[config.mk]
export PLATFORM = sky130hd
export DESIGN_NAME = mph_ctrl
export DESIGN_NICKNAME = d
export VERILOG_FILES = /design/src/mph_pkg.sv /design/src/mph_ctrl.sv
export SDC_FILE = /design/constraint.sdc
export NUM_CORES = 1
export LEC_CHECK = 0
export BUFFER_PORTS_ARGS = -buffer_cell sky130_fd_sc_hd__buf_4
export CORE_AREA = 2 2 39 41
export DETAILED_ROUTE_END_ITERATION = 6
export DIE_AREA = 0 0 41 43
export GPL_ROUTABILITY_DRIVEN = 0
export PLACE_DENSITY = 0.66
export SYNTH_ARGS = -nofsm -noshare
export SYNTH_HDL_FRONTEND = slang
export SYNTH_SLANG_ARGS = --single-unit
[constraint.sdc]
create_clock -name clk -period 1.7 [get_ports clk]
set_input_delay 0.255 -clock clk [delete_from_list [all_inputs] [get_ports clk]]
set_output_delay 0.255 -clock clk [all_outputs]
set_load 0.02 [all_outputs]
[src/mph_pkg.sv]
`default_nettype none

package mph_pkg;

  // Default number of heap slots
  localparam int HEAP_CAPACITY = 64;

  // Field widths
  localparam int ID_W  = 16;
  localparam int PRI_W = 32;
  localparam int ENT_W = ID_W + PRI_W;
  localparam int CFG_W = 7;

  // Reset value of the capacity register
  localparam logic [CFG_W-1:0] CFG_RESET = 7'd64;

  // Result status codes
  typedef enum logic [1:0] {
    ST_INSERTED  = 2'd0,
    ST_DROPPED   = 2'd1,
    ST_EXTRACTED = 2'd2,
    ST_EMPTY     = 2'd3
  } status_t;

  // Operation codes
  localparam logic OP_INSERT  = 1'b0;
  localparam logic OP_EXTRACT = 1'b1;

  // Commands from the controller to the datapath
  typedef struct packed {
    logic load_insert;  // latch new entry, open slot at the end
    logic set_drop;     // report a dropped insert
    logic set_empty;    // report an extract from an empty heap
    logic rd_parent;    // read the parent of the current slot
    logic up_step;      // move parent down into the current slot
    logic rd_ex;        // read root and last slot
    logic ex_load;      // take root as result, last entry as moving entry
    logic rd_children;  // read both children of the current slot
    logic dn_step;      // move the larger child up into the current slot
    logic wr_moving;    // write the moving entry into the current slot
  } cmd_t;

  // Status from the datapath to the controller
  typedef struct packed {
    logic full;        // count at or above effective capacity
    logic empty;       // count is zero
    logic at_root;     // current slot is the root
    logic up_greater;  // moving entry beats its parent
    logic no_left;     // current slot has no left child
    logic best_is_pos; // moving entry beats or ties both children
  } sts_t;

endpackage

`default_nettype wire

[src/mph_ctrl.sv]
`default_nettype none

module mph_ctrl
  import mph_pkg::*;
(
  input  wire        clk,
  input  wire        rst,
  input  wire        start,
  input  wire        op,
  input  wire sts_t  sts,
  output cmd_t       cmd,
  output logic       busy,
  output logic       done
);

  typedef enum logic [7:0] {
    S_IDLE   = 8'b0000_0001,
    S_UP_CHK = 8'b0000_0010,
    S_UP_CMP = 8'b0000_0100,
    S_EX_LD  = 8'b0000_1000,
    S_DN_CHK = 8'b0001_0000,
    S_DN_CMP = 8'b0010_0000,
    S_FINISH = 8'b0100_0000,
    S_SPARE  = 8'b1000_0000
  } state_t;

  state_t state, state_next;

  // Advance the state
  always_ff @(posedge clk) begin
    if (rst) begin
      state <= S_IDLE;
    end else begin
      state <= state_next;
    end
  end

  // Decode commands and next state
  always_comb begin
    cmd        = '0;
    state_next = state;
    case (state)
      S_IDLE: begin
        if (start) begin
          if (op == OP_INSERT) begin
            if (sts.full) begin
              cmd.set_drop = 1'b1;
              state_next   = S_FINISH;
            end else begin
              cmd.load_insert = 1'b1;
              state_next      = S_UP_CHK;
            end
          end else begin
            if (sts.empty) begin
              cmd.set_empty = 1'b1;
              state_next    = S_FINISH;
            end else begin
              cmd.rd_ex  = 1'b1;
              state_next = S_EX_LD;
            end
          end
        end
      end
      S_UP_CHK: begin
        if (sts.at_root) begin
          cmd.wr_moving = 1'b1;
          state_next    = S_FINISH;
        end else begin
          cmd.rd_parent = 1'b1;
          state_next    = S_UP_CMP;
        end
      end
      S_UP_CMP: begin
        if (sts.up_greater) begin
          cmd.up_step = 1'b1;
          state_next  = S_UP_CHK;
        end else begin
          cmd.wr_moving = 1'b1;
          state_next    = S_FINISH;
        end
      end
      S_EX_LD: begin
        cmd.ex_load = 1'b1;
        state_next  = S_DN_CHK;
      end
      S_DN_CHK: begin
        if (sts.no_left) begin
          cmd.wr_moving = 1'b1;
          state_next    = S_FINISH;
        end else begin
          cmd.rd_children = 1'b1;
          state_next      = S_DN_CMP;
        end
      end
      S_DN_CMP: begin
        if (sts.best_is_pos) begin
          cmd.wr_moving = 1'b1;
          state_next    = S_FINISH;
        end else begin
          cmd.dn_step = 1'b1;
          state_next  = S_DN_CHK;
        end
      end
      S_FINISH: begin
        state_next = S_IDLE;
      end
      default: begin
        state_next = S_IDLE;
      end
    endcase
  end

  assign busy = (state != S_IDLE);
  assign done = (state == S_FINISH);

  // A result frees the block on the next cycle
  a_done_frees: assert property (@(posedge clk) disable iff (rst) done |=> !busy)
    else $error("block still busy after result strobe");

  // An accepted transaction occupies the block
  a_start_busy: assert property (@(posedge clk) disable iff (rst)
    (start && !busy) |=> busy)
    else $error("accepted transaction did not occupy the block");

endmodule

`default_nettype wire

==> out/metrics.csv, run 1 <==
metric,value,unit
Antenna Cells,0,
synth top area cells,"dfxtp_1 30%, nor3_1 7.4%, nor2_1 5.6%",
register area share after synthesis,29.6,%
die area,0.00176,mm^2
vias,603,
CTS H-tree depth,1,
# hold bufs at CTS,0,
First DRT Iteration DRCs,8,
CP Data Required Time,1.44,ns
Final setup viols,14,
initial antenna violation count,0,
area delta synth->final,101,%
antenna-violating nets left,0,
WS Path Type,reg2out,
hpwl dp,1130,um
Global Route Usage Sum,20.7,%
most frequent cells in the layout,"33 x buf_4, 5 x inv_1, 5 x buf_6, 4 x nor2_1, 4 x dfxtp_2",
Routed WL per cell,13.6,um
Rows,14,
CP Max Fanout,3,
synthesis warning total,0,
fmax,442,MHz
hold crit path type,in2reg,
routed vias/inst,5.15,
share of the synthesized area in the top cell type,29.6,%
Synth Cell Area,473,um^2
clock slew at reported path FFs,0.06,ns
RSZ-0062 raised after global routing,true,
Top Registers,state (7),
TNS Setup,-4.44,ns
"Avg Cell Area, Syn",7.88,um^2
status,"complete, but fails checks",
failing checks,setup timing,
worst-case vdd ir drop,0.457,mV
CP Launch Type,register,
Final Hold Viols,0,
Remaining DRCs,0,
Place WS,-0.310,ns
min cycle time layout,2.26,ns
"commonest non-fill, non-tap cell in the layout",buf_4,
Max clock buf depth,2,
TritonRoute pass-1 iters,4,
Core Box Area,0.00138,mm^2
Power Dens Cells,760,mW/mm^2
gr ovfl total,0,
WP data arrival,2.01,ns
Clock Skew,0.00554,ns
"Clk Latency, worst-skew pair",0.26,ns
Initial Util,34.2,%
first-pass GRT wire length,2420,um
Worst Max-Slew Pin Slew,0.325,ns
Num CTS Buffers,3,
largest net degree at the start of global routing,11,
cell count after synthesis,60,
"Slew Viols, Final",0,
I/O pins,22,
number of flip-flops in the largest register,7,
port buffer count,21,
CTS Root Buffer Type,clkbuf_4,
"flops & latches, synth",7,
synth unique cells,26,
final core occ,68.7,%
top cell type by total area after synthesis,dfxtp_1,
clock sink total,7,
MaxCap Viol Count,0,
nets,112,
fin crit share,133,%
CTS tree,yes,
routed wire length,1590,um
total chip power,722,uW
Slew headroom,78.2,%
number of global-route vias before repair,501,
Largest Register,state,
syn nets,70,
worst setup margin,-0.564,ns
Die Span Y,43,um
Setup crit end kind,output port,
chip width,41,um
Pleak,0.000422,uW
ratio of cells with drive above 1 in the final layout,62.4,%
## layout make-up
type | instances | area [um^2]
Tap cell | 16 | 20.0
Multi-Input combinational cell | 46 | 432
Clock inverter | 1 | 5.00
Fill cell | 102 | 433
Sequential cell | 7 | 145
Clock buffer | 3 | 22.5
Inverter | 6 | 22.5
Timing Repair Buffer | 38 | 304
## logic make-up (layout without fill, tap and decap cells)
group,Yosys count,after routing,share of synthesized area (%)
DFF,7,7,29.6
xor gates and xnor gates,1,1,1.85
AOI/OAI and AO/OA,8,8,12.7
and+or+nand+nor,35,35,46.0
muxes,2,2,4.23
buffers and inverters,7,48,5.55
## layer usage
metal | wire [um] | vias up | GRT usage [%] | part of all wire [%]
li1 | - | 306 | - | -
met1 | 714 | 277 | 29.4 | 45
met2 | 784 | 15 | 27.5 | 49
met3 | 61 | 5 | 6.28 | 3.8
met4 | 29 | 0 | 10.0 | 1.8
met5 | 0 | - | 0 | 0
## synth_stat cells, drive strengths merged
cell type,n
a21oi,1
and2b,1
and3b,1
and4,1
and4b,2
clkbuf,1
dfxtp,7
inv,6
mux2i,2
nand2,3
nand2b,1
nand3,1
nand4,2
nor2,7
nor2b,1
nor3,7
nor3b,1
nor4,3
nor4b,2
o211ai,4
o21a,2
o21ai,1
or4,1
or4b,1
xor2,1
## through the flow
stage               hold WS [ns]  cells  area [um^2]
floorplan                  0.324     60          541
global placement           0.453    107          797
detailed placement         0.455    107          797
CTS                        0.171    114          877
global route               0.164    117          951
finish                     0.170    117          951
## what timing repair did
action	CTS	global route
buffers inserted	3	3
gates resized for setup	6	11
endpoints found under the setup margin	14	17
pin swaps	4	2
## critical path: stages (launching register included)
cell and delay (ns):
dfxtp_2 0.31, or4_4 0.52, or4b_4 0.57, o211ai_4 0.20, buf_6 0.14
## final timing paths
path / to / from / slack (ns) / cells after the start
worst min register to register: state[0] / state[1] / 0.68 / 2
worst max-delay path: cmd[0] / state[3] / -0.56 / 4
worst min-delay path: state[2] / sts[3] / 0.17 / 2
worst max register to register: state[0] / state[3] / -0.38 / 7
## power breakdown
part	switching (uW)	internal [uW]
clock network	71.0	86.5
registers	32.6	181
logic	174	177
total	277	445
Note: power is estimated with default switching activity, not from simulation.
==> run 2, diff against run 1 <==
Settings changed: SETUP_SLACK_MARGIN set to 0.05.
==> run 2 against run 1 <==
Net effect: the flow still finishes with violations (setup timing); first-iteration DRC count stayed put; sequential share of layout area down 0.57 points; global-route usage up 1.7 points; total power increased by 2.9%; sequential power about the same; worst setup slack improved by 0.032 ns; highest routed layer unchanged.
==> out/metrics.csv, run 2 (synthesized netlist as in run 1, its figures left out) <==
metric,value,unit,change
Remaining DRCs,0,,unchanged
CTS H-tree depth,1,,unchanged
First DRT Iteration DRCs,8,,unchanged
clock sink total,7,,unchanged
routed vias/inst,5.31,,+3.0%
nets,114,,+1.8%
CP Launch Type,register,,
gr ovfl total,0,,unchanged
CP Max Fanout,3,,unchanged
placed insts,106,,-0.93%
crit-path leading delay family,simple AND/OR/NAND/NOR gates,,
Die Span Y,43,um,unchanged
chip width,41,um,unchanged
sequential cell area,149,um^2,+2.6%
Rows,14,,unchanged
vias,632,,+4.8%
# hold bufs at CTS,0,,unchanged
Final setup viols,13,,-1
Setup crit end kind,output port,,
Power Dens Cells,734,mW/mm^2,-3.4%
Largest Register,state,,
first-pass GRT wire length,2620,um,+8.3%
fill count,110,,+7.8%
Routed WL per cell,13.3,um,-1.9%
die area,0.00176,mm^2,unchanged
Final Hold Viols,0,,unchanged
antenna-violating nets left,0,,unchanged
TritonRoute pass-1 iters,4,,unchanged
worst-case vdd ir drop,0.446,mV,-2.5%
clock slew at reported path FFs,0.06,ns,about the same
"Slew Viols, Final",0,,unchanged
fmax,448,MHz,+1.4%
fin crit share,131,%,-1.9 points
WP data arrival,1.98,ns,-0.03 ns
Core Box Area,0.00138,mm^2,unchanged
Num CTS Buffers,3,,unchanged
most frequent cells in the layout,"27 x buf_4, 13 x buf_6, 5 x inv_1",,
MaxCap Viol Count,0,,unchanged
area delta synth->final,114,%,
Max clock buf depth,2,,unchanged
number of flip-flops in the largest register,7,,unchanged
Final Cell Area,0.00101,mm^2,+6.6%
RSZ-0062 raised after global routing,true,,
"Largest stage delay, worst path",0.54,ns,-0.03 ns
Global Route Usage Sum,22.4,%,+1.7 points
"Clk Latency, worst-skew pair",0.26,ns,about the same
Worst Max-Slew Pin Slew,0.366,ns,+0.0414 ns
hpwl dp,1060,um,-5.6%
status,"complete, but fails checks",,
port buffer count,21,,unchanged
ratio of cells with drive above 1 in the final layout,67.0,%,+4.6 points
WS Path Type,reg2out,,
crit-path cells,or4_4 > or4b_4 > o211ai_4 > buf_6,,
"commonest non-fill, non-tap cell in the layout",buf_4,,
number of global-route vias before repair,577,,+15%
area of the multi-input gates,445,um^2,+3.2%
DP Area,790,um^2,-0.94%
CP Data Required Time,1.44,ns,about the same
CP max stage cell,or4b_4,,
Clock Skew,0.00650,ns,+0.000962 ns
initial antenna violation count,0,,unchanged
min cycle time layout,2.23,ns,-0.0323 ns
post-route insts no fill,119,,+1.7%
Antenna Cells,0,,unchanged
Slew headroom,75.5,%,-2.8 points
largest net degree at the start of global routing,11,,unchanged
worst setup margin,-0.532,ns,+0.0323 ns
Place WS,-0.305,ns,+0.00560 ns
hold crit path type,in2reg,,
Top Registers,state (7),,
hold_ws,0.172,ns,+0.00239 ns
failing checks,setup timing,,
CTS tree,yes,,
Worst Path Buf+Inv,1,,unchanged
routed wire length,1590,um,-0.19%
Pleak,0.000443,uW,+4.8%
I/O pins,22,,unchanged
Initial Util,34.2,%,unchanged
CTS Root Buffer Type,clkbuf_4,,
## run 2: cell types whose count changed in the layout (fill, tap and decap cells not counted), sizes merged
cell	before	now
buf	38	40
## run 2: area by class of cell
cell class                 instances  share of cell area [%]
clock buffer                       3                    2.22
timing repair buffer              40                    34.4
clock inverter                     1                   0.494
tap                               16                    1.98
sequential                         7                    14.7
inverter                           6                    2.22
multi-input combinational         46                    44.0
## run 2: final timing paths
path,cells after the start,to,from,slack (ns)
setup / recovery,4,cmd[0],state[3],-0.53
setup reg to reg,6,state[0],state[3],-0.28
hold / removal,2,state[2],sts[3],0.17
hold reg to reg,2,state[0],state[6],0.64
## run 2: per-layer routing
layer	wire [um]	share of wire [%]	track usage, %
met3	71	4.5	9.42
met4	7	0.44	6.00
met5	0	0	0
met1	763	48	31.3
met2	746	47	30.9
## run 2: what timing repair did
item | in CTS | in global routing
setup buffers | 6 | 4
endpoints found under the setup margin | 16 | 17
pin swaps | 4 | 5
resized for setup | 18 | 12
## run 2: metrics by stage
| step | power [uW] | util (%) | setup TNS (ns) |
|---|---|---|---|
| 2_1_floorplan | 352 | - | -1.04 |
| 3_3_place_gp | 481 | 57.1 | -1.23 |
| 3_5_place_dp | 482 | 57.1 | -1.35 |
| 4_1_cts | 722 | 67.9 | -4.56 |
| 5_1_grt | 804 | 73.2 | -5.26 |
| 6_report | 744 | 73.2 | -4.04 |
## run 2: power breakdown
part	switching [uW]	total [uW]	leakage, uW	internal, uW
Combinational	175	376	0.000366	200
Sequential	35.1	217	0.0000587	182
Clock	65.3	151	0.0000177	86.1
